### src/design/bpt_ram.sv
// ----------------------------------------------------------------------------
// bpt_ram: generic single-write, single-read RAM
// One write port and one read port; read data is registered.
// ----------------------------------------------------------------------------
module bpt_ram #(
  parameter int WIDTH = 8,
  parameter int DEPTH = 16
) (
  input  logic                     clk,
  input  logic                     we,
  input  logic [$clog2(DEPTH)-1:0] waddr,
  input  logic [WIDTH-1:0]         wdata,
  input  logic                     re,
  input  logic [$clog2(DEPTH)-1:0] raddr,
  output logic [WIDTH-1:0]         rdata
);

  logic [WIDTH-1:0] mem_r [DEPTH];
  logic [WIDTH-1:0] rdata_r;

  always_ff @(posedge clk) begin
    if (we) begin
      mem_r[waddr] <= wdata;
    end
    if (re) begin
      rdata_r <= mem_r[raddr];
    end
  end

  assign rdata = rdata_r;

endmodule

### config.mk
export PLATFORM = sky130hd
export DESIGN_NAME = bpt_ram
export DESIGN_NICKNAME = d
export VERILOG_FILES = /design/src/design/bpt_ram.sv
export SDC_FILE = /design/constraint.sdc
export NUM_CORES = 1
export LEC_CHECK = 0
export BUFFER_PORTS_ARGS = -buffer_cell sky130_fd_sc_hd__buf_2
export CORE_MARGIN = 10
export CORE_UTILIZATION = 63
export CTS_BUF_LIST = sky130_fd_sc_hd__clkbuf_8
export CTS_CLUSTER_SIZE = 24
export DETAILED_ROUTE_END_ITERATION = 6
export PLACE_DENSITY = 0.86
export SLEW_MARGIN = 10
export SYNTH_ARGS = -nofsm -noshare
export SYNTH_HDL_FRONTEND = slang
export SYNTH_SLANG_ARGS = --single-unit
### constraint.sdc
create_clock -name clk -period 2.85 [get_ports clk]
set_input_delay 0.855 -clock clk [delete_from_list [all_inputs] [get_ports clk]]
set_output_delay 0.855 -clock clk [all_outputs]
set_load 0.02 [all_outputs]
==> flow_summary.yaml <==
outcome:
  outcome: "finished clean"
logic_synthesis:
  yosys.cell_types.count: 18
  seq_area_frac_synth: 0.781
  syn_inst: 229
  synthArstFlopShare: 0
  syn_area_per_cell_um2: 22.8
  syn_nets: 248
  synthFlopType: "edfxtp_1"
  syn_area_um2: 5230
  synth-edff-count: 136
  synth_warnings: 0
  synth_seq_cells: 136
detailed_routing:
  ant_nets: 0
  drcViolationCount: 0
  routed_wl_mm: 9.89
  dr.pass1.iters: 5
  drt_iter0_drc: 198
  wl_per_cell_um: 24.7
  via_count: 2491
  vias_per_cell: 6.23
place:
  gp_congestion: 0.718
  place_hpwl_mm: 5.98
  postPlaceCellArea_um2: 5560
  post-place-ws_ns: 0.347
  place_inst: 368
  numPortBuffers: 26
critical_path:
  arrival_ns: 2.27
  critical_path.endpoint_type: "flip-flop"
  worstSetupStartpoint: "raddr[0]"
  reg2reg_from: "mem_r[6][3]"
  crit_slowest_cell: "mux4_1"
  rrSetupSlack_ns: 1.26
  path_delay_family: "multiplexers"
  cp_cell_sequence: "buf_2, buf_12, mux4_1, a22oi_1, nand2_1"
  worstPathMaxFanout: 32
  path_buf_inv: 2
  crit_required_ns: 3.01
  crit_type: "in2reg"
  max_stage_delay_ns: 0.61
  crit_path_start_kind: "input port"
sta:
  tightest_slew_ns: 0.680
  finalSetupTns_ns: 0
  timing.final.ws_setup_ns: 0.743
  setup_violations: 0
  fmax_mhz: 475
  whs_ns: 0.778
  slew_violations: 0
  period_share: 0.739
  rsz0062_at_grt: "no"
  finClkSkew_ns: 0.0101
  hold_viol: 0
  min_period_ns: 2.11
  maxSlewHeadroom: 0.546
power_and_ir_drop:
  p_switching_mw: 0.872
  p_per_area_nw_per_um2: 670
  p_clk_frac: 0.380
  power_mw: 3.99
  p_int_mw: 3.12
  pwr-share-comb: 0.053
  vdd_drop_max_uv: 342
  switching_share: 0.219
  leakagePower_nw: 2.01
  p_seq_frac: 0.567
global_route:
  grt_first_pass_wirelength_mm: 15.5
  antenna_found_initial: 0
  grt_max_degree: 33
  grt_overflow: 0
  grtUsageTotal: 0.165
  grt_pass1_vias: 2629
cells_and_area:
  fin_cells: 400
  drive_gt1_frac: 0.319
  final_core_util: 0.732
  synthToLayoutAreaGrowth_pct: 13.8
  fin_nets: 301
  num_antenna_cells: 0
  finish.instance_area_um2: 5950
clock_tree:
  cts_sinks: 136
  ctsHoldBuffers: 0
  cts_buffer_depth: 2
  clk_latency_ns: 0.43
  cts-root-buf: "clkbuf_8"
  cts_made_buffers: 17
  htreeDepth: 4
  cts_tree: "built"
  cts_setup_buffers: 0
  clk_pin_slew_ns: 0.08
  cts_resized: 0
floorplan:
  num_rows: 33
  initial_utilization: 0.643
  die_y_um: 111
  core_um2: 8130
  die_width_um: 111
  ios: 27
  die_area_um2: 12300
min_path:
  min-delay-path-class: "reg2reg"
  min-delay-start: "mem_r[13][0]"
run:
  maxCapViolCount: 0
worst register-to-register path, cell delays in order, from the launching register on:
cell and delay (ns):
edfxtp_1 0.40, mux4_1 0.53, a22oi_1 0.29, nand2_1 0.11
per-layer routing:
layer | global-route usage | routed length [um] | part of all wire | vias up
li1 | - | - | - | 1085
met4 | 0.0711 | 195 | 0.020 | 0
met5 | 0 | 0 | 0 | -
met1 | 0.212 | 4050 | 0.41 | 1267
met2 | 0.261 | 4970 | 0.50 | 122
met3 | 0.0449 | 675 | 0.068 | 17
cells in the mapped netlist (2+ instances only):
library cell | count | share of area
edfxtp_1 | 136 | 0.78
mux4_2 | 18 | 0.078
a22oi_1 | 16 | 0.023
mux4_1 | 14 | 0.070
nor2_1 | 13 | 0.0093
nand2_1 | 9 | 0.0065
nor3_1 | 4 | 0.0038
buf_2 | 3 | 0.0029
buf_6 | 3 | 0.0065
clkdlybuf4s25_2 | 3 | 0.0057
nand2b_1 | 2 | 0.0024
nand3b_1 | 2 | 0.0029
flip-flops by register name (all words and copies together) (netlist names):
register / flops
rdata: 8
mem_r: 128
power by group through the flow:
stage / Clock [mW] / Combinational [mW] / Sequential, mW
after floorplan: 0 / 0.114 / 2.32
after global placement: 0 / 0.206 / 2.31
after detailed placement: 0 / 0.212 / 2.31
after CTS: 1.55 / 0.215 / 2.26
after global routing: 1.62 / 0.231 / 2.27
final: 1.52 / 0.211 / 2.26
cell usage in the layout, fill, tap and decap left out:
master / synthesis / routed
inv_1: 0 / 1
buf_12: 0 / 2
buf_4: 1 / 16
or3b_2: 1 / 1
nor2b_1: 1 / 1
bufinv_16: 0 / 2
nor2_1: 13 / 13
a22oi_1: 16 / 16
nand3b_1: 2 / 2
clkinv_4: 0 / 3
mux4_2: 18 / 18
nor3_1: 4 / 4
nand3_1: 1 / 1
nand2_1: 9 / 9
inv_6: 0 / 3
edfxtp_1: 136 / 136
clkbuf_8: 0 / 17
mux4_1: 14 / 14
clkinvlp_4: 0 / 3
and2b_1: 1 / 1
clkinv_2: 0 / 3
nand2b_1: 2 / 2
buf_2: 3 / 26
and2_1: 1 / 1
area by class of cell:
cell class,count,area [um^2]
Fill cell,425,2180
Timing Repair Buffer,44,290
Tap cell,105,131
Sequential cell,136,4080
Clock buffer,17,234
Multi-Input combinational cell,83,1060
Clock inverter,15,154
path summary, 6_finish.rpt:
| kind | end | depth (start not counted) |
|---|---|---|
| setup reg to reg | rdata[3] | 3 |
| hold / removal | rdata[0] | 3 |
| setup / recovery | rdata[3] | 5 |
| hold reg to reg | rdata[0] | 3 |
cells by family after synthesis:
group / share of synthesized area
DFF: 0.781
and+or+nand+nor: 0.0314
muxes: 0.148
AOI/OAI and AO/OA: 0.0230
buffers and inverters: 0.0165
(Power assumes the default switching activity.)
