### config.mk
export PLATFORM = sky130hd
export DESIGN_NAME = bpt_front
export DESIGN_NICKNAME = d
export VERILOG_FILES = /design/src/design/bpt_pkg.sv /design/src/design/bpt_front.sv
export SDC_FILE = /design/constraint.sdc
export NUM_CORES = 1
export LEC_CHECK = 0
export ABC_AREA = 1
export BUFFER_PORTS_ARGS = -buffer_cell sky130_fd_sc_hd__clkbuf_2
export CAP_MARGIN = 30
export CORE_MARGIN = 4
export CORE_UTILIZATION = 35
export CTS_CLUSTER_SIZE = 28
export DETAILED_ROUTE_END_ITERATION = 10
export PLACE_DENSITY = 0.61
export SLEW_MARGIN = 20
export SYNTH_ARGS = -nofsm -noshare
export SYNTH_HDL_FRONTEND = slang
export SYNTH_SLANG_ARGS = --single-unit
### constraint.sdc
create_clock -name clk -period 8.2 [get_ports clk]
set_input_delay 2.46 -clock clk [delete_from_list [all_inputs] [get_ports clk]]
set_output_delay 2.46 -clock clk [all_outputs]
set_load 0.02 [all_outputs]
### src/design/bpt_pkg.sv
// ----------------------------------------------------------------------------
// bpt_pkg: shared types and constants of the branch predictor trainer
// Field widths, the classified branch record, the table entry layout and
// the back-end state encoding.
// ----------------------------------------------------------------------------
package bpt_pkg;

  localparam int PC_W        = 32;
  localparam int OFF_W       = 13;
  localparam int CNT_W       = 32;
  localparam int QUEUE_DEPTH = 2;

  localparam logic [CNT_W-1:0] CNT_MAX = '1;

  // Two-bit predictor encodings
  localparam logic [1:0] TB_STRONG_NT = 2'd0;
  localparam logic [1:0] TB_WEAK_NT   = 2'd1;
  localparam logic [1:0] TB_WEAK_T    = 2'd2;
  localparam logic [1:0] TB_STRONG_T  = 2'd3;

  // Classified branch, passed from the front end to the back end
  typedef struct packed {
    logic [PC_W-1:0] pc;
    logic            taken;
    logic [PC_W-1:0] target;
  } item_t;

  // One row of the predictor table
  typedef struct packed {
    logic            valid;
    logic [PC_W-1:0] tag;
    logic            last;
    logic [1:0]      two;
    logic [PC_W-1:0] target;
  } entry_t;

  typedef enum logic [1:0] {
    ST_CLEAR,
    ST_IDLE,
    ST_UPDATE
  } back_state_t;

  // A weak state that mispredicts jumps to the opposite strong state
  function automatic logic [1:0] two_bit_next(input logic [1:0] s, input logic tk);
    logic [1:0] r;
    if (tk) begin
      r = (s == TB_STRONG_NT) ? TB_WEAK_NT : TB_STRONG_T;
    end else begin
      r = (s == TB_STRONG_T) ? TB_WEAK_T : TB_STRONG_NT;
    end
    return r;
  endfunction

  function automatic logic [CNT_W-1:0] sat_inc(input logic [CNT_W-1:0] c);
    return (c == CNT_MAX) ? c : c + CNT_W'(1);
  endfunction

endpackage

### src/design/bpt_front.sv
// ----------------------------------------------------------------------------
// bpt_front: input stage and branch classifier
// Registers the command beat, decides taken and the target, pushes the
// classified branch into the queue.
// ----------------------------------------------------------------------------
module bpt_front
  import bpt_pkg::*;
(
  input  logic                    clk,
  input  logic                    rst_n,
  input  logic                    start,
  input  logic [PC_W-1:0]         in_branch_pc,
  input  logic signed [OFF_W-1:0] in_branch_offset,
  input  logic [PC_W-1:0]         in_next_pc,
  input  logic                    clearing,
  input  logic                    q_full,
  output logic                    busy,
  output logic                    push,
  output item_t                   push_item
);

  logic                    valid_r, valid_nxt;
  logic [PC_W-1:0]         pc_r;
  logic signed [OFF_W-1:0] off_r;
  logic [PC_W-1:0]         npc_r;
  logic [PC_W-1:0]         off_ext;
  logic                    accept;

  assign busy   = clearing | (valid_r & q_full);
  assign accept = start & ~busy;
  assign push   = valid_r & ~q_full;

  assign off_ext = {{(PC_W-OFF_W){off_r[OFF_W-1]}}, off_r};

  always_comb begin
    push_item.pc     = pc_r;
    push_item.target = pc_r + off_ext;
    push_item.taken  = ((npc_r - pc_r) == off_ext);
  end

  assign valid_nxt = accept | (valid_r & ~push);

  always_ff @(posedge clk) begin
    if (!rst_n) begin
      valid_r <= 1'b0;
    end else begin
      valid_r <= valid_nxt;
    end
  end

  // Payload: load on accept only
  always_ff @(posedge clk) begin
    if (accept) begin
      pc_r  <= in_branch_pc;
      off_r <= in_branch_offset;
      npc_r <= in_next_pc;
    end
  end

endmodule

==> key figures <==
Timing
  • Fmax: between 150 and 200 MHz
  • RSZ-0062 raised after global routing: false
  • Worst setup margin: approximately 2.7 ns
  • Hold Slack: ~0.6 ns
  • Clock Skew: between 0.007 and 0.008 ns
  • Post-layout min period: approximately 5.5 ns
  • Setup TNS: 0 ns
  • Final hold violation count: 0
  • Slew Limit Fails: 0
  • Max-slew headroom: approximately 70%
  • Period utilisation layout: around 67%
  • Finish-stage setup viols: 0
  • Measured slew at the worst slew-check pin: roughly 0.45 ns

Power
  • Power Dens Cells: between 150 and 200 mW/mm²
  • Max VDD drop: around 0.11 mV
  • Lkg Pwr: roughly 4.4 nW

Clocking
  • Root Buffer: clkbuf_16
  • Worst skew pair latency: about 0.34 ns
  • Clock sinks: between 70 and 80
  • Cts bufs inserted: 9
  • CTS tree: done
  • Setup Fix Bufs, Post-CTS: 0
  • Post-CTS Resized: 0
  • Htree depth: 3
  • Longest Clk Path Bufs: 2
  • Reg clk slew, reported paths: around 0.060 ns
  • Hold Buf Count CTS: 0

Worst hold path
  • Type of the worst min-delay path: reg -> reg
  • Hold Crit Start: valid_r

Worst setup path
  • CP arrival: ~3 ns
  • Reg-to-Reg Start: valid_r
  • Type of the worst setup path: reg -> out
  • CP Launch Type: flip-flop
  • Setup crit end kind: primary output
  • CP startpoint: pc_r[0]
  • CP required: between 5 and 6 ns
  • CP max FO: 3

Detailed routing
  • Vias: roughly 6400
  • DR DRC count: 0
  • Routed vias/inst: 4.57
  • WL/cell: between 10 and 15 µm
  • Post-route ant nets: 0
  • Final WL: about 19000 µm
  • Pre-antenna DRT Iters: 4
  • Starting DRC count in detailed routing: between 300 and 400

Place
  • DP HPWL: roughly 16000 µm
  • Port bufs: 148
  • Placed inst area: between 0.007 and 0.008 mm²
  • RD Place Congestion: ~0.85
  • Pre-CTS WS: ~2.8 ns

Finish
  • Post-route cell area: a little over 0.008 mm²
  • Fin nets: 1270
  • Layout area overhead: 20.6%
  • Share of layout cells above drive strength 1: around 17%

Yosys
  • Synth cell types: 32
  • Mapped cell area: about 0.007 mm²
  • Synthesized area per cell: 7.11 µm²
  • Sequential area share after synthesis: around a third
  • Gate Count Post-Synth: 963
  • Yosys warnings: 0
  • Seq cells post-synth: 78
  • Synthesized netlist net count: about 1100

GRT
  • Overflow after GRT: 0
  • GR Util All Layers: 17.7%
  • First-pass GRT wire length: just over 30000 µm
  • Initial antenna violation count: 1
  • Vias in the first global route: 6186
  • Largest net degree at the start of global routing: 78

Floorplanning
  • Die area: around 0.022 mm²
  • Core area: ~0.019 mm²
  • Die span in y: between 100 and 150 µm
  • # rows: 50
  • Die Wd: ~150 µm
  • I/O pins: around 150
  • Starting density of the core: between 30 and 40%

Outcome
  • Status: completed

Run
  • Max cap viols: 0
## Yosys cell counts (all sizes together)
cell    instances  share of area (%)
a21boi          1               0.11
a21o            7               0.77
a21oi          58                4.4
a31o            1               0.13
a31oi           5               0.46
and2            3               0.27
buf             1              0.073
dfxtp           1               0.29
edfxtp         77                 34
fa              2               0.59
ha             62                 11
inv           177                9.7
nand2         333                 19
nand3          57                4.2
nand3b         12                1.3
nand4           3               0.27
nor2           81                4.6
nor3            9               0.88
nor4            3               0.27
o211ai          1               0.11
o21a            2               0.22
o21ai          21                1.6
o21bai          4               0.44
xnor2          19                2.4
xor2           23                2.9
## path summary, 6_finish.rpt
path / end / cells past startpoint / slack, ns
hold / removal: valid_r / 4 / 0.61
hold reg to reg: valid_r / 4 / 0.61
setup reg to reg: npc_r[22] / 5 / 6.64
setup / recovery: push_item[32] / 18 / 2.67
## state kept, by name, summed over array words and instances, names as in the netlist
name and count:
npc_r 32, off_r 13, pc_r 32, valid_r 1
## cell type report
type / count / area (µm²)
Fill cell: 1962 / 10700
Multi-Input combinational cell: 707 / 3850
Sequential cell: 78 / 2330
Timing Repair Buffer: 151 / 783
Inverter: 177 / 664
Tap cell: 260 / 325
Clock buffer: 10 / 229
Clock inverter: 6 / 68.8
Antenna cell: 1 / 2.50
## per-stage QoR
step / power, W / cells / utilization, %
after floorplan: 0.000743 / 963 / -
after global placement: 0.000857 / 1372 / 41.8
after detailed placement: 0.000859 / 1372 / 41.8
after CTS: 0.00126 / 1388 / 43.4
after global routing: 0.00133 / 1390 / 43.5
final: 0.00125 / 1390 / 43.5
## cells by family (layout without fill, tap and decap cells)
kind of cell               after synthesis  count (layout)  share of synthesized area (%)
and+or+nand+nor                        501             501                           30.7
buffers and inverters                  178             344                           9.78
AOI/OAI and AO/OA                      100             100                           8.17
DFF                                     78              78                           34.1
adders and majority gates               64              64                           11.9
xor gates and xnor gates                42              42                           5.38
other                                    0               1                              0
## metal layers
metal,wire [µm],up-vias,global-route usage [%]
li1,-,3393,-
met1,9040,2803,24.3
met2,9050,139,29.9
met3,801,15,2.39
met4,260,0,3.93
met5,0,-,0
## worst max-delay path, stage by stage, from the launching register on
cell	delay, ns
edfxtp_1	0.43
ha_1	0.27
fa_1	0.40
inv_1	0.09
nand3_1	0.10
nand2_2	0.12
nand2_2	0.07
nand2_2	0.08
nand2_1	0.08
nand2_2	0.08
nand2_1	0.05
nand2_1	0.05
inv_1	0.04
nor3_1	0.21
nand3_1	0.10
nor2_1	0.17
nand3_1	0.09
nor2_1	0.14
clkbuf_2	0.19
## power by group
part	leakage, nW	switching [W]	internal [W]
registers	0.729	0.0000128	0.000460
logic	3.54	0.000245	0.000134
clock network	0.143	0.000162	0.000238
total	4.41	0.000419	0.000832
## cell usage in the layout, fill, tap and decap left out, types with 3 or more instances in the layout
cell	instances
nor4_1	3
edfxtp_1	77
xnor2_1	19
nor3_1	6
nor3_2	3
inv_1	176
nand2_2	18
nand4_1	3
nand3b_1	12
a21oi_1	56
a31oi_1	5
clkbuf_2	148
o21ai_0	18
xor2_1	23
a21o_1	7
nor2_2	3
clkbuf_16	9
o21bai_1	4
and2_1	3
nand3_1	57
ha_1	62
nand2_1	315
nor2_1	77
Note: power is estimated with default switching activity, not from simulation.
