## config.mk

```make
export PLATFORM = sky130hd
export DESIGN_NAME = bpt_back
export DESIGN_NICKNAME = d
export VERILOG_FILES = /design/src/design/bpt_pkg.sv /design/src/design/bpt_back.sv
export SDC_FILE = /design/constraint.sdc
export NUM_CORES = 1
export LEC_CHECK = 0
export ABC_AREA = 1
export BUFFER_PORTS_ARGS = -buffer_cell sky130_fd_sc_hd__buf_2
export CORE_ASPECT_RATIO = 1.75
export CORE_MARGIN = 10
export CORE_UTILIZATION = 33
export CTS_CLUSTER_DIAMETER = 100
export DETAILED_ROUTE_END_ITERATION = 6
export PLACE_DENSITY = 0.55
export SLEW_MARGIN = 25
export SYNTH_ARGS = -nofsm -noshare
export SYNTH_HDL_FRONTEND = slang
export SYNTH_SLANG_ARGS = --single-unit
```

## constraint.sdc

```tcl
create_clock -name clk -period 3.85 [get_ports clk]
set_input_delay 0.77 -clock clk [delete_from_list [all_inputs] [get_ports clk]]
set_output_delay 0.77 -clock clk [all_outputs]
set_load 0.01 [all_outputs]
```

## src/design/bpt_pkg.sv

```systemverilog
// ----------------------------------------------------------------------------
// bpt_pkg: shared types and constants of the branch predictor trainer
// Field widths, the classified branch record, the table entry layout and
// the back-end state encoding.
// ----------------------------------------------------------------------------
package bpt_pkg;

  localparam int PC_W        = 32;
  localparam int OFF_W       = 13;
  localparam int CNT_W       = 32;
  localparam int QUEUE_DEPTH = 2;

  localparam logic [CNT_W-1:0] CNT_MAX = '1;

  // Two-bit predictor encodings
  localparam logic [1:0] TB_STRONG_NT = 2'd0;
  localparam logic [1:0] TB_WEAK_NT   = 2'd1;
  localparam logic [1:0] TB_WEAK_T    = 2'd2;
  localparam logic [1:0] TB_STRONG_T  = 2'd3;

  // Classified branch, passed from the front end to the back end
  typedef struct packed {
    logic [PC_W-1:0] pc;
    logic            taken;
    logic [PC_W-1:0] target;
  } item_t;

  // One row of the predictor table
  typedef struct packed {
    logic            valid;
    logic [PC_W-1:0] tag;
    logic            last;
    logic [1:0]      two;
    logic [PC_W-1:0] target;
  } entry_t;

  typedef enum logic [1:0] {
    ST_CLEAR,
    ST_IDLE,
    ST_UPDATE
  } back_state_t;

  // A weak state that mispredicts jumps to the opposite strong state
  function automatic logic [1:0] two_bit_next(input logic [1:0] s, input logic tk);
    logic [1:0] r;
    if (tk) begin
      r = (s == TB_STRONG_NT) ? TB_WEAK_NT : TB_STRONG_T;
    end else begin
      r = (s == TB_STRONG_T) ? TB_WEAK_T : TB_STRONG_NT;
    end
    return r;
  endfunction

  function automatic logic [CNT_W-1:0] sat_inc(input logic [CNT_W-1:0] c);
    return (c == CNT_MAX) ? c : c + CNT_W'(1);
  endfunction

endpackage

```

## src/design/bpt_back.sv

```systemverilog
// ----------------------------------------------------------------------------
// bpt_back: table update and scoring
// Clears the table after reset, then per branch reads its entry, scores the
// predictors, writes the entry back and presents the result beat.
// ----------------------------------------------------------------------------
module bpt_back
  import bpt_pkg::*;
#(
  parameter int IDX_W = 8
) (
  input  logic             clk,
  input  logic             rst_n,
  input  logic             q_valid,
  input  item_t            q_item,
  output logic             q_pop,
  output logic             clearing,
  output logic             ram_we,
  output logic [IDX_W-1:0] ram_waddr,
  output entry_t           ram_wdata,
  output logic             ram_re,
  output logic [IDX_W-1:0] ram_raddr,
  input  entry_t           ram_rdata,
  output logic             out_valid,
  output logic             out_taken,
  output logic [PC_W-1:0]  out_target,
  output logic             out_table_hit,
  output logic             out_one_bit_guess,
  output logic             out_two_bit_guess,
  output logic [CNT_W-1:0] out_total_count,
  output logic [CNT_W-1:0] out_right_always_taken,
  output logic [CNT_W-1:0] out_right_never_taken,
  output logic [CNT_W-1:0] out_right_one_bit,
  output logic [CNT_W-1:0] out_right_two_bit
);

  localparam logic [IDX_W-1:0] LAST_IDX = '1;

  back_state_t      state_r, state_nxt;
  logic [IDX_W-1:0] clr_idx_r, clr_idx_nxt;
  item_t            item_r;

  logic             hit;
  logic             g1;
  logic [1:0]       s2;
  logic             update;
  entry_t           new_entry;

  logic [CNT_W-1:0] total_r, total_nxt;
  logic [CNT_W-1:0] at_r, at_nxt;
  logic [CNT_W-1:0] nt_r, nt_nxt;
  logic [CNT_W-1:0] one_r, one_nxt;
  logic [CNT_W-1:0] two_r, two_nxt;

  logic             valid_r;
  logic             taken_r, hit_r, g1_r, g2_r;
  logic [PC_W-1:0]  target_r;

  // Lookup: a miss reads as a fresh entry in the not-taken states
  assign hit = ram_rdata.valid & (ram_rdata.tag == item_r.pc);
  assign g1  = hit & ram_rdata.last;
  assign s2  = hit ? ram_rdata.two : TB_STRONG_NT;

  always_comb begin
    new_entry.valid  = 1'b1;
    new_entry.tag    = item_r.pc;
    new_entry.last   = item_r.taken;
    new_entry.two    = two_bit_next(s2, item_r.taken);
    new_entry.target = item_r.target;
  end

  // Next state
  always_comb begin
    state_nxt   = state_r;
    clr_idx_nxt = clr_idx_r;
    case (state_r)
      ST_CLEAR: begin
        clr_idx_nxt = clr_idx_r + IDX_W'(1);
        if (clr_idx_r == LAST_IDX) begin
          state_nxt = ST_IDLE;
        end
      end
      ST_IDLE: begin
        if (q_valid) begin
          state_nxt = ST_UPDATE;
        end
      end
      ST_UPDATE: begin
        state_nxt = ST_IDLE;
      end
      default: begin
        state_nxt = ST_CLEAR;
      end
    endcase
  end

  // Outputs
  always_comb begin
    clearing  = 1'b0;
    q_pop     = 1'b0;
    update    = 1'b0;
    ram_we    = 1'b0;
    ram_waddr = clr_idx_r;
    ram_wdata = '0;
    ram_re    = 1'b0;
    ram_raddr = q_item.pc[IDX_W-1:0];
    case (state_r)
      ST_CLEAR: begin
        clearing = 1'b1;
        ram_we   = 1'b1;
      end
      ST_IDLE: begin
        q_pop  = q_valid;
        ram_re = q_valid;
      end
      ST_UPDATE: begin
        update    = 1'b1;
        ram_we    = 1'b1;
        ram_waddr = item_r.pc[IDX_W-1:0];
        ram_wdata = new_entry;
      end
      default: begin
        clearing = 1'b1;
      end
    endcase
  end

  always_comb begin
    total_nxt = total_r;
    at_nxt    = at_r;
    nt_nxt    = nt_r;
    one_nxt   = one_r;
    two_nxt   = two_r;
    if (update) begin
      total_nxt = sat_inc(total_r);
      if (item_r.taken) begin
        at_nxt = sat_inc(at_r);
      end else begin
        nt_nxt = sat_inc(nt_r);
      end
      if (g1 == item_r.taken) begin
        one_nxt = sat_inc(one_r);
      end
      if (s2[1] == item_r.taken) begin
        two_nxt = sat_inc(two_r);
      end
    end
  end

  always_ff @(posedge clk) begin
    if (!rst_n) begin
      state_r   <= ST_CLEAR;
      clr_idx_r <= '0;
      valid_r   <= 1'b0;
      total_r   <= '0;
      at_r      <= '0;
      nt_r      <= '0;
      one_r     <= '0;
      two_r     <= '0;
    end else begin
      state_r   <= state_nxt;
      clr_idx_r <= clr_idx_nxt;
      valid_r   <= update;
      total_r   <= total_nxt;
      at_r      <= at_nxt;
      nt_r      <= nt_nxt;
      one_r     <= one_nxt;
      two_r     <= two_nxt;
    end
  end

  always_ff @(posedge clk) begin
    if (q_pop) begin
      item_r <= q_item;
    end
    if (update) begin
      taken_r  <= item_r.taken;
      target_r <= item_r.target;
      hit_r    <= hit;
      g1_r     <= g1;
      g2_r     <= s2[1];
    end
  end

  assign out_valid              = valid_r;
  assign out_taken              = taken_r;
  assign out_target             = target_r;
  assign out_table_hit          = hit_r;
  assign out_one_bit_guess      = g1_r;
  assign out_two_bit_guess      = g2_r;
  assign out_total_count        = total_r;
  assign out_right_always_taken = at_r;
  assign out_right_never_taken  = nt_r;
  assign out_right_one_bit      = one_r;
  assign out_right_two_bit      = two_r;

endmodule

```

==> flow_summary.toml <==
[critical_path]
r2r_cells = 9
r2r_setup_slack_ns = 1.02
start_kind = "flip-flop"
required_ns = 3.08
endpoint_kind = "primary output"
r2r_end = "out_right_two_bit[5]"
worstSetupPathType = "flip-flop to primary output"
cp.arrival_ns = 2.39
worstReg2RegStart = "state_r[0]"
crit_fanout = 41

[layout]
fin_nets = 2558
area_growth_pct = 23.5
layout_commonest_cell = "nand2_1"
layout.cells.non_filler = 3005
final_cell_mix = "nand2_1, buf_2, inv_1"
fill_cells = 4606
fin_util_pct = 41.4
layout-drive-gt1-share_pct = 20.1

[synthesis]
synth-async-reset-ratio_pct = 0
yosysWarnings = 0
synth_top_family_by_area = "simple AND/OR/NAND/NOR gates"
yosys.cell_types.count = 43
syn_inst = 2052
synth-simple-area-share_pct = 35.0
synth_xor_area_share_pct = 4.26
synth_area_leaders = "dfxtp_1, edfxtp_1, nand2_1"
synth_top_area_share_pct = 23.4
yosys.area.top_type = "dfxtp_1"
syn_avg_cell_area_um2 = 7.12
synthMuxAreaShare_pct = 0
syn-cell-area_mm2 = 0.0146
synth.net_count = 2197
synth-seq-cells = 272
ys.flop_type = "dfxtp_1"
synth-edff-count = 101
synthAdderAreaFrac_pct = 0.771
synth_compound_area_share_pct = 4.84
yosysSeqAreaShare_pct = 44.2

[cts]
cts_tree = "built"
ctsResizeCount = 0
insertion_delay_ns = 0.59
postCtsSetupBuffers = 0
cts_root_buffer = "clkbuf_16"
holdBufCountCts = 0
h-tree-depth = 1
cts_buffers = 30
numClockSinks = 272
clk_pin_slew_ns = 0.07
cts_buffer_depth = 3

[drt]
wirelength_mm = 51.2
first_iter_violations = 706
drcViolationCount = 0
dr.pass1.iters = 5
routedWlPerCell_um = 17.0
via_per_inst = 4.77
ant_nets = 0
vias = 14300

[grt]
antenna_found_initial = 5
grt_max_degree = 55
grt_usage_pct = 18.4
grt_overflow = 0
grt_pass1_vias = 14300
grt_pass1_wl_mm = 78.7

[sta]
max_slew_margin_pct = 47.0
timing.final.hold_violations = 0
rsz0062_at_grt = "false"
fin_setup_tns_ns = 0
finalCriticalPeriod_ns = 3.16
setup_viol = 0
fmax_mhz = 316
whs_ns = 0.352
worst_pin_slew_ns = 0.794
maxSlewViolCount = 0
fin_crit_sh_pct = 82.1
skew_ns = 0.0378

[placed_design]
hpwl_mm = 39.9
port_buffers = 388
place.gp.congestion = 0.889
dp.cells = 2947

[pwr]
vdd_ir_drop_max_mv = 0.349
finalPower_mw = 6.44
cellLeakagePower_nw = 8.29
power_density_mw_per_mm2 = 357

[die]
dieArea_mm2 = 0.0534
dieHeight_um = 298
core_mm2 = 0.0436
ioPinCount = 421
start_util_pct = 33.5
die_x_um = 179
rows = 101

[hold_path]
hold_class = "primary input to flip-flop"
min_to = "item_r[20]"
min_from = "q_item[20]"
whs_path_depth = 1

[status]
status = "complete, no violations"

[run]
maxCapViolCount = 0
## metal layers
layer | vias to the layer above | wire [um] | track usage (%)
li1 | 7253 | - | -
met3 | 108 | 4290 | 5.71
met5 | - | 18 | 0
met4 | 4 | 2010 | 7.68
met1 | 6518 | 18700 | 18.5
met2 | 462 | 26200 | 33.8
## sequential cells by signal (all words and copies together), names as in the netlist
register	flops
out_right_always_taken	32
out_right_one_bit	32
out_one_bit_guess	1
out_taken	1
out_total_count	32
out_target	32
out_right_two_bit	32
clr_idx_r	8
out_two_bit_guess	1
out_right_never_taken	32
out_table_hit	1
state_r	2
out_valid	1
item_r	65
## Yosys cell counts, types with 4 or more instances
| library cell | n |
|---|---|
| nor4_1 | 19 |
| a31oi_1 | 4 |
| buf_6 | 5 |
| dfxtp_1 | 171 |
| nand3_1 | 90 |
| edfxtp_1 | 101 |
| ha_1 | 9 |
| a21oi_1 | 76 |
| buf_2 | 14 |
| nand3b_1 | 4 |
| buf_1 | 4 |
| buf_4 | 18 |
| o21ai_0 | 43 |
| nor3_1 | 86 |
| inv_1 | 316 |
| nand2_1 | 570 |
| nor3b_1 | 12 |
| nor2_1 | 264 |
| xor2_1 | 48 |
| nand4_1 | 93 |
| nor2_2 | 12 |
| clkbuf_1 | 31 |
| or2_2 | 6 |
| inv_2 | 5 |
| xnor2_1 | 23 |
## critical path, stage by stage (launching register included)
cell and delay (ns):
dfxtp_1 0.33, inv_1 0.12, ha_4 0.55, buf_4 0.39, nand2_1 0.18, inv_1 0.08
buf_2 0.13
## worst max path at each step
stage | depth (start not counted) | end | startpoint | slack [ns]
finish | 6 | ram_wdata[31] | state_r[0] | 0.69
global placement | 7 | ram_wdata[33] | ram_rdata[47] | 0.83
floorplan | 3 | ram_re | q_valid | 0.60
global route | 6 | ram_wdata[33] | item_r[35] | 0.48
CTS | 6 | ram_wdata[31] | state_r[0] | 0.59
detailed placement | 11 | out_right_one_bit[28] | ram_rdata[47] | 0.83
## per-stage QoR
stage | setup slack [ns] | instance area [um^2]
global route | 0.485 | 18000
detailed placement | 0.832 | 17000
global placement | 0.832 | 17000
floorplan | 0.603 | 14600
finish | 0.690 | 18000
CTS | 0.589 | 18000
## final cells by class
type                       count  area (um^2)  area share [%]
clock buffer                  34          766            4.25
inverter                     321         1200            6.68
tap                          566          708            3.93
sequential                   272         6460            35.8
clock inverter                22          250            1.39
multi-input combinational   1387         6560            36.4
timing repair buffer         401         2080            11.5
antenna                        2         5.00          0.0278
## cell families after synthesis
group,Yosys count
XOR/XNOR,71
AO/OA/AOI/OAI,134
buffers and inverters,393
AND/OR/NAND/NOR,1173
flip-flops,272
adder cells (fa/ha/maj),9
## report_power, final
group	internal, mW	switching [mW]
sequential	3.04	0.0372
clock	1.71	1.30
combinational	0.120	0.224
total	4.88	1.57
Power figures use the tool's default switching activity.
