<file path="config.mk">
export PLATFORM = sky130hd
export DESIGN_NAME = bpt_queue
export DESIGN_NICKNAME = d
export VERILOG_FILES = /design/src/design/bpt_pkg.sv /design/src/design/bpt_queue.sv
export SDC_FILE = /design/constraint.sdc
export NUM_CORES = 1
export LEC_CHECK = 0
export BUFFER_PORTS_ARGS = -buffer_cell sky130_fd_sc_hd__buf_2
export CORE_MARGIN = 5
export CORE_UTILIZATION = 50
export DETAILED_ROUTE_END_ITERATION = 10
export GPL_TIMING_DRIVEN = 0
export PLACE_DENSITY = 0.77
export SYNTH_ARGS = -nofsm -noshare
export SYNTH_HDL_FRONTEND = slang
export SYNTH_SLANG_ARGS = --single-unit
</file>
<file path="constraint.sdc">
create_clock -name clk -period 4.07 [get_ports clk]
set_input_delay 0 -clock clk [delete_from_list [all_inputs] [get_ports clk]]
set_output_delay 0 -clock clk [all_outputs]
set_load 0.03 [all_outputs]
</file>
<file path="src/design/bpt_pkg.sv">
// ----------------------------------------------------------------------------
// bpt_pkg: shared types and constants of the branch predictor trainer
// Field widths, the classified branch record, the table entry layout and
// the back-end state encoding.
// ----------------------------------------------------------------------------
package bpt_pkg;

  localparam int PC_W        = 32;
  localparam int OFF_W       = 13;
  localparam int CNT_W       = 32;
  localparam int QUEUE_DEPTH = 2;

  localparam logic [CNT_W-1:0] CNT_MAX = '1;

  // Two-bit predictor encodings
  localparam logic [1:0] TB_STRONG_NT = 2'd0;
  localparam logic [1:0] TB_WEAK_NT   = 2'd1;
  localparam logic [1:0] TB_WEAK_T    = 2'd2;
  localparam logic [1:0] TB_STRONG_T  = 2'd3;

  // Classified branch, passed from the front end to the back end
  typedef struct packed {
    logic [PC_W-1:0] pc;
    logic            taken;
    logic [PC_W-1:0] target;
  } item_t;

  // One row of the predictor table
  typedef struct packed {
    logic            valid;
    logic [PC_W-1:0] tag;
    logic            last;
    logic [1:0]      two;
    logic [PC_W-1:0] target;
  } entry_t;

  typedef enum logic [1:0] {
    ST_CLEAR,
    ST_IDLE,
    ST_UPDATE
  } back_state_t;

  // A weak state that mispredicts jumps to the opposite strong state
  function automatic logic [1:0] two_bit_next(input logic [1:0] s, input logic tk);
    logic [1:0] r;
    if (tk) begin
      r = (s == TB_STRONG_NT) ? TB_WEAK_NT : TB_STRONG_T;
    end else begin
      r = (s == TB_STRONG_T) ? TB_WEAK_T : TB_STRONG_NT;
    end
    return r;
  endfunction

  function automatic logic [CNT_W-1:0] sat_inc(input logic [CNT_W-1:0] c);
    return (c == CNT_MAX) ? c : c + CNT_W'(1);
  endfunction

endpackage

</file>
<file path="src/design/bpt_queue.sv">
// ----------------------------------------------------------------------------
// bpt_queue: short queue of classified branches
// Decouples the front end from the table update.
// ----------------------------------------------------------------------------
module bpt_queue
  import bpt_pkg::*;
(
  input  logic  clk,
  input  logic  rst_n,
  input  logic  push,
  input  item_t push_item,
  output logic  full,
  input  logic  pop,
  output logic  not_empty,
  output item_t pop_item
);

  localparam int PTR_W = (QUEUE_DEPTH > 1) ? $clog2(QUEUE_DEPTH) : 1;
  localparam int CNT_QW = $clog2(QUEUE_DEPTH + 1);
  localparam logic [PTR_W-1:0]  LAST_PTR = PTR_W'(QUEUE_DEPTH - 1);
  localparam logic [CNT_QW-1:0] FULL_CNT = CNT_QW'(QUEUE_DEPTH);

  item_t              slot_r [QUEUE_DEPTH];
  logic [PTR_W-1:0]   wr_ptr_r, wr_ptr_nxt;
  logic [PTR_W-1:0]   rd_ptr_r, rd_ptr_nxt;
  logic [CNT_QW-1:0]  cnt_r, cnt_nxt;
  logic               do_push, do_pop;

  assign full      = (cnt_r == FULL_CNT);
  assign not_empty = (cnt_r != '0);
  assign do_push   = push & ~full;
  assign do_pop    = pop & not_empty;
  assign pop_item  = slot_r[rd_ptr_r];

  always_comb begin
    wr_ptr_nxt = wr_ptr_r;
    rd_ptr_nxt = rd_ptr_r;
    cnt_nxt    = cnt_r;
    if (do_push) begin
      wr_ptr_nxt = (wr_ptr_r == LAST_PTR) ? '0 : wr_ptr_r + PTR_W'(1);
    end
    if (do_pop) begin
      rd_ptr_nxt = (rd_ptr_r == LAST_PTR) ? '0 : rd_ptr_r + PTR_W'(1);
    end
    if (do_push && !do_pop) begin
      cnt_nxt = cnt_r + CNT_QW'(1);
    end else if (do_pop && !do_push) begin
      cnt_nxt = cnt_r - CNT_QW'(1);
    end
  end

  always_ff @(posedge clk) begin
    if (!rst_n) begin
      wr_ptr_r <= '0;
      rd_ptr_r <= '0;
      cnt_r    <= '0;
    end else begin
      wr_ptr_r <= wr_ptr_nxt;
      rd_ptr_r <= rd_ptr_nxt;
      cnt_r    <= cnt_nxt;
    end
  end

  always_ff @(posedge clk) begin
    if (do_push) begin
      slot_r[wr_ptr_r] <= push_item;
    end
  end

endmodule

</file>
==> results.cfg, run 1 <==
[setup_path]
cp.required_ps = 4200
crit_path_end_kind = flip-flop
cp_max_fo = 65
cp-startpoint = cnt_r[0]
critPathLaunchType = flip-flop
crit_type = flip-flop to flip-flop
cp.arrival_ps = 1990
reg2reg_from = cnt_r[0]

[yosys]
synth_edf_count = 130
ys_seq_area_frac = 0.810
syn_avg_cell_area_um2 = 21.8
yosys_register_bits = 135
synth_cell_types = 23
synthFlopType = edfxtp_1
netlist_area_um2 = 4940
netlist_instances = 227
synthArstFlopShare = 0
syn-num-nets = 297
yosys_warnings = 0

[global_route]
grt_use_total = 0.170
grt_pass1_wl_mm = 15.0
grt_overflow = 0
antenna_found_initial = 0
grt_max_degree = 66
first_global_vias = 3088

[drt]
drc = 0
drt-initial-drc-count = 132
ant_nets = 0
drt_wl_total_mm = 9.99
num_vias = 2864
firstDrtPassIters = 4
vias_per_cell = 4.77
wl_per_cell_um = 16.6

[timing]
skew_ps = 7.94
fmax_ghz = 0.540
layout_setup_ws_ps = 2220
grt_setup_unrepaired = false
tightest_slew_ps = 912
fin_crit_ps = 1850
period_share = 0.455
tns_ps = 0
relSlewSlack = 0.392
hold_viol = 0
slew_viol_final = 0
setup_violations = 0

[pwr]
p_int_uw = 3180
seq_power_share = 0.388
p_leak_uw = 0.00272
swShare = 0.315
clkPwrFrac = 0.302
vdd_ir_drop_max_mv = 0.383
power.switching_uw = 1460
p_comb_frac = 0.311
power_density_nw_per_um2 = 650

[final_layout]
diodes = 0
final_core_util = 0.738
area_delta_synth_final_pct = 44.7
drive_gt1_frac = 0.520
final_common_cell = buf_2
design_area_um2 = 7150
final_nets = 524
layout.cells.non_filler = 600
fillCellCount = 605
mostFrequentLayoutCells = buf_2, edfxtp_1, dlygate4sd3_1

[hold_path]
hp-class = primary input to flip-flop
hp-start = push_item[47]

[floorplanning]
die_h_um = 109
num_io_pins = 136
fp.dieArea_um2 = 12000
rows = 36
dieWidth_um = 109
start_util = 0.510
coreArea_um2 = 9680

[cts]
htreeDepth = 4
cts-buffers-inserted = 17
post_cts_buffers = 0
clk_latency_ps = 510
clkSlewWorstSetupHoldPaths_ps = 60
cts.sinks = 135
cts_root_buffer = clkbuf_8
clock_tree.buffer_depth = 2
cts_tree = done

[placement]
place_ws_ps = 2240
placed_area_um2 = 5900
dp_hpwl_mm = 6.13
gp_congestion = 0.683
portBuffers = 135
placed_cells = 499

[flow_run]
drv_cap = 0

[run_status]
status = completed
-- path summary, 6_finish.rpt --
path                                       to  slack [ps]  cells after the start
worst max-delay path            slot_r[1][58]        2220                      2
worst min register to register       cnt_r[1]         550                      2
worst min-delay path            slot_r[0][47]         210                      2
worst max register to register  slot_r[1][58]        2220                      2
-- cells in the mapped netlist (all sizes together), types with 2 or more instances --
cell type / instances / area, um2
inv: 2 / 7.50
and2: 3 / 18.8
edfxtp: 130 / 3900
a21boi: 2 / 15.0
dfxtp: 5 / 100
o21ai: 2 / 10.0
buf: 7 / 68.8
xnor2: 2 / 17.5
mux2: 65 / 732
-- state kept, by name (all words and copies together) (netlist names), named ones only --
signal and cells:
slot_r 130, rd_ptr_r 1, cnt_r 2, wr_ptr_r 1
-- metrics by stage --
step | hold WS, ps | total power [uW]
final | 207 | 4650
after global routing | 194 | 4840
after CTS | 182 | 4690
after detailed placement | 191 | 3220
after global placement | 188 | 3140
after floorplan | 98.9 | 2800
-- what timing repair did --
action | 4_1_cts | 5_1_grt
gates resized for setup | 0 | 0
endpoints found under the setup margin | 0 | 0
hold buffers | 69 | 0
endpoints found under the hold margin | 136 | 0
-- cells by family (layout without fill, tap and decap cells) --
kind of cell | Yosys count | count (layout) | synth area share
mux | 65 | 65 | 0.148
simple gates | 9 | 9 | 0.0117
compound gates | 5 | 5 | 0.00658
flops | 135 | 135 | 0.810
xor+xnor | 3 | 3 | 0.00532
fa+ha+maj | 1 | 1 | 0.00253
buf+inv | 9 | 249 | 0.0154
-- final cells by class --
class                      count  area (um2)  area share
sequential                   135        4000       0.560
timing repair buffer         208        1480       0.207
multi-input combinational     83         872       0.122
clock buffer                  19         422      0.0590
tap                          133         166      0.0233
clock inverter                13         133      0.0186
buffer                         7        68.8     0.00963
inverter                       2        7.51     0.00105
-- power by group through the flow --
| stage | registers, uW | clock network [uW] | logic [uW] |
|---|---|---|---|
| finish | 1800 | 1400 | 1440 |
| global route | 1810 | 1500 | 1530 |
| CTS | 1800 | 1430 | 1460 |
| detailed placement | 1830 | 0 | 1390 |
| global placement | 1840 | 0 | 1300 |
| floorplan | 1820 | 0 | 977 |
-- worst max-delay path, stage by stage, from the launching register on --
cell and delay, ps:
dfxtp_1 420, nand2b_1 190, and3_4 790
-- layer usage --
layer / part of all wire / GRT usage / up-vias
met2: 0.53 / 0.302 / 99
met5: 0 / 0 / -
met4: 0.014 / 0.0659 / 0
met1: 0.39 / 0.190 / 1392
li1: - / - / 1358
met3: 0.063 / 0.0570 / 15
(Power assumes the default switching activity.)
==> run 2: changes to the inputs <==
==> constraint.sdc (replaced) <==
create_clock -name clk -period 1.85 [get_ports clk]
set_input_delay 0 -clock clk [delete_from_list [all_inputs] [get_ports clk]]
set_output_delay 0 -clock clk [all_outputs]
set_load 0.03 [all_outputs]
==> run 2 against run 1 <==
  * Die area did not move
  * Clock power grew 110%
  * Worst hold slack improved by 16 ps
  * Clock skew is 0.86 ps lower
  * First-iteration DRC count shrank 47%
  * Critical path type unchanged
  * Highest routed layer unchanged
==> results.cfg, run 2 (synthesis gave the netlist of run 1 again) <==
[cts]
post_cts_buffers = 0
htreeDepth = 4
cts_root_buffer = clkbuf_8
cts_tree = done
clk_latency_ps = 500
clkSlewWorstSetupHoldPaths_ps = 60
clock_tree.buffer_depth = 2
cts.sinks = 135
cts-buffers-inserted = 17

[drt]
drt-initial-drc-count = 70
wl_per_cell_um = 17.5
drt_wl_total_mm = 10.5
drc = 0
num_vias = 2849
vias_per_cell = 4.74
ant_nets = 0
firstDrtPassIters = 4

[global_route]
grt_use_total = 0.181
grt_overflow = 0
grt_pass1_wl_mm = 15.8
first_global_vias = 3217
grt_max_degree = 66
antenna_found_initial = 0

[final_layout]
drive_gt1_frac = 0.525
top_regs = slot_r x130, cnt_r x2
final_nets = 524
area_delta_synth_final_pct = 44.3
layout.cells.non_filler = 601
mostFrequentLayoutCells = buf_2, edfxtp_1, dlygate4sd3_1
final_core_util = 0.736
final_common_cell = buf_2
largest_reg_flops = 130
regMostFlops = slot_r

[timing]
relSlewSlack = 0.395
tightest_slew_ps = 908
slew_viol_final = 0
period_share = 0.953
setup_violations = 0
fmax_ghz = 0.567
hold_viol = 0
grt_setup_unrepaired = false
skew_ps = 7.08
fin_crit_ps = 1760

[floorplanning]
num_io_pins = 136
start_util = 0.510
die_h_um = 109
fp.dieArea_um2 = 12000
rows = 36
dieWidth_um = 109
coreArea_um2 = 9680

[setup_path]
crit_chain = nand2b_4 > and3_4
critPathLaunchType = flip-flop
crit_type = flip-flop to flip-flop
critPathSlowestCell = and3_4
cp_num_buf_inv = 0
reg2reg_from = cnt_r[0]
cp.required_ps = 1970
path_delay_family = simple AND/OR/NAND/NOR gates
cp_max_fo = 65
cp.arrival_ps = 1880
slowest_delay_ps = 800
cp-startpoint = cnt_r[0]
crit_path_end_kind = flip-flop

[hold_path]
hp-start = push_item[4]
hp-class = primary input to flip-flop

[pwr]
power_density_nw_per_um2 = 1420
vdd_ir_drop_max_mv = 0.898
p_leak_uw = 0.00272

[placement]
gp_congestion = 0.669
dp_hpwl_mm = 5.90
portBuffers = 135
placed_cells = 499

[run_status]
status = completed

[flow_run]
drv_cap = 0
[run 2: cell types whose count changed in the layout (fill, tap and decap cells not counted), moves of 2 or more]
cell / delta
clkinv_4: -2
clkinv_2: +4
clkinv_1: -2
clkbuf_1: +2
clkinvlp_4: -2
[run 2: power breakdown]
| group | switching [uW] | internal, uW | total, uW |
|---|---|---|---|
| combinational | 1940 | 1270 | 3210 |
| sequential | 125 | 3850 | 3970 |
| clock | 1140 | 1800 | 2930 |
[run 2: area by class of cell]
type                       count  area [um2]
multi-input combinational     83         880
clock buffer                  22         443
clock inverter                10        82.6
buffer                         7        72.6
fill                         600        2560
antenna                        1        2.50
inverter                       2        12.5
sequential                   135        4010
tap                          133         166
timing repair buffer         208        1460
[run 2: layer usage]
layer	up-vias	routed length, um	track usage
li1	1354	-	-
met1	1400	3950	0.191
met2	87	5930	0.340
met3	8	504	0.0528
met4	0	116	0.0659
met5	-	0	0
[run 2: final timing paths]
kind / to / cells after the start / slack, ps
worst max register to register: slot_r[1][29] / 2 / 90
worst min-delay path: slot_r[1][4] / 2 / 220
worst max-delay path: slot_r[1][29] / 2 / 90
worst min register to register: cnt_r[1] / 2 / 590
[run 2: timing repair]
action                                  4_1_cts  5_1_grt
endpoints found under the setup margin        0       17
hold endpoints to repair                    135        0
hold buffers                                 69        0
gates resized for setup                       0        1
[run 2: through the flow]
| step | hold WS (ps) | TNS, ps | setup WS [ps] | total power [uW] | area, um2 |
|---|---|---|---|---|---|
| 3_5_place_dp | 191 | 0 | 75.2 | 7100 | 5910 |
| 2_1_floorplan | 98.9 | -48750 | -740 | 6180 | 4960 |
| 6_report | 223 | 0 | 87.4 | 10100 | 7130 |
| 3_3_place_gp | 187 | -125340 | -1530 | 6920 | 5800 |
| 4_1_cts | 186 | 0 | 39.5 | 10200 | 7120 |
| 5_1_grt | 191 | 0 | 1.14 | 10600 | 7130 |
==> run 3: changes to the inputs <==
--- a/config.mk
+++ b/config.mk
@@ -7,10 +7,9 @@
 export LEC_CHECK = 0
 export BUFFER_PORTS_ARGS = -buffer_cell sky130_fd_sc_hd__buf_2
 export CORE_MARGIN = 5
-export CORE_UTILIZATION = 50
+export CORE_UTILIZATION = 25
 export DETAILED_ROUTE_END_ITERATION = 10
 export GPL_TIMING_DRIVEN = 0
-export PLACE_DENSITY = 0.77
 export SYNTH_ARGS = -nofsm -noshare
 export SYNTH_HDL_FRONTEND = slang
 export SYNTH_SLANG_ARGS = --single-unit
==> run 3 against run 2 <==
  * Core utilization down 36 points
  * Sequential share of layout area down 1.7 points
  * Setup slack gained 79 ps
  * Design area increased by 3.2%
  * First-iteration DRC count fell by 11%
  * Combinational power about the same
  * Clock skew grew 4.7 ps
  * Wire length decreased by 1.4%
  * Power is 2.9% higher
  * Highest routed layer unchanged
==> results.cfg, run 3 (synthesis gave the netlist of run 1 again) <==
[run_status]
status = completed

[setup_path]
crit_chain = nand2b_4 > inv_6 > nor3_4 > buf_16 > o21a_1 > dlygate4sd3_1
crit_path_end_kind = flip-flop
slowest_delay_ps = 530
critPathLaunchType = flip-flop
crit_type = flip-flop to flip-flop
cp_max_fo = 15
cp.required_ps = 2200
critPathSlowestCell = dlygate4sd3_1
cp.arrival_ps = 2030

[drt]
wl_per_cell_um = 14.1
drc = 0
drt-initial-drc-count = 62
vias_per_cell = 3.92
drt_wl_total_mm = 10.4
num_vias = 2876
firstDrtPassIters = 4
ant_nets = 0

[cts]
cts_root_buffer = clkbuf_16
cts_tree = done
cts-buffers-inserted = 17
htreeDepth = 4
clock_tree.buffer_depth = 2
clkSlewWorstSetupHoldPaths_ps = 60
cts_resized = 0
cts.sinks = 135
clk_latency_ps = 410

[floorplanning]
die_h_um = 151
start_util = 0.254
coreArea_um2 = 19500
dieWidth_um = 151
rows = 51
fp.dieArea_um2 = 22700
num_io_pins = 136

[final_layout]
diodes = 0
drive_gt1_frac = 0.535
final_nets = 526
top_regs = slot_r x130, cnt_r x2
regMostFlops = slot_r
area_delta_synth_final_pct = 48.8
final_common_cell = buf_2
design_area_um2 = 7350
register_area_um2 = 4010
mostFrequentLayoutCells = buf_2, edfxtp_1, dlygate4sd3_1
fillCellCount = 1812
multi_input_area_um2 = 880
largest_reg_flops = 130

[placement]
place_ws_ps = -218
placed_area_um2 = 6080
gp_congestion = 0.696
portBuffers = 135
dp_hpwl_mm = 6.86

[pwr]
p_leak_uw = 0.00275
power_density_nw_per_um2 = 1420
vdd_ir_drop_max_mv = 0.748

[timing]
skew_ps = 11.7
setup_violations = 0
fin_crit_ps = 1680
slew_viol_final = 0
grt_setup_unrepaired = false
hold_slack_ps = 65.8
tns_ps = 0
tightest_slew_ps = 502
period_share = 0.910
hold_viol = 0
fmax_ghz = 0.594
relSlewSlack = 0.665
layout_setup_ws_ps = 166

[global_route]
grt_pass1_wl_mm = 16.0
first_global_vias = 3221
grt_max_degree = 34
grt_overflow = 0
grt_use_total = 0.0935
antenna_found_initial = 0

[hold_path]
hp-class = primary input to flip-flop

[flow_run]
drv_cap = 0
==> run 3: changes by cell type in the layout (fill, tap and decap cells not counted), sizes merged <==
cell         delta
inv             +3
bufinv          +1
clkbuf          -5
diode           -1
dlygate4sd3     -2
buf             +4
clkinv          +1
==> run 3: critical path, delay by kind of cell, from the launching register on <==
| kind | cells | cell delay [ps] |
|---|---|---|
| compound gates | 1 | 130 |
| buf+inv | 3 | 760 |
| flops | 1 | 370 |
| simple gates | 2 | 360 |
==> run 3: report_power, final <==
part	leakage (uW)	internal (uW)	switching (uW)
clock	0.000275	1980	1260
combinational	0.00122	1270	1930
sequential	0.00126	3840	113
==> run 3: cell type report <==
cell class / instances / area share
Clock inverter: 15 / 0.0208
Tap cell: 265 / 0.0451
Clock buffer: 17 / 0.0578
Inverter: 2 / 0.00170
Multi-Input combinational cell: 83 / 0.120
Sequential cell: 135 / 0.545
Buffer: 7 / 0.00936
Timing Repair Buffer: 210 / 0.201
==> run 3: path summary, 6_finish.rpt <==
check | start | end | slack (ps) | cells past startpoint
max reg2reg | cnt_r[0] | wr_ptr_r | 170 | 6
max | cnt_r[0] | wr_ptr_r | 170 | 6
min | pop | flip-flop | 70 | 4
min reg2reg | cnt_r[1] | cnt_r[1] | 560 | 2
==> run 3: through the flow <==
| step | cells | util | total power (uW) |
|---|---|---|---|
| finish | 734 | 0.378 | 10400 |
| detailed placement | 631 | 0.312 | 7130 |
| floorplan | 227 | - | 6180 |
| CTS | 734 | 0.378 | 10600 |
| global route | 734 | 0.378 | 10900 |
| global placement | 627 | 0.307 | 6970 |
==> run 3: per-layer routing <==
metal	track usage	vias up	share of wire
met1	0.0979	1421	0.39
met4	0.0408	0	0.012
met3	0.0325	8	0.050
met2	0.169	88	0.55
li1	-	1359	-
met5	0	-	0
==> run 3: repair_timing <==
item,in CTS,in global routing
hold buffers,67,0
hold endpoints to repair,135,0
buffers inserted,4,0
endpoints found under the setup margin,53,0
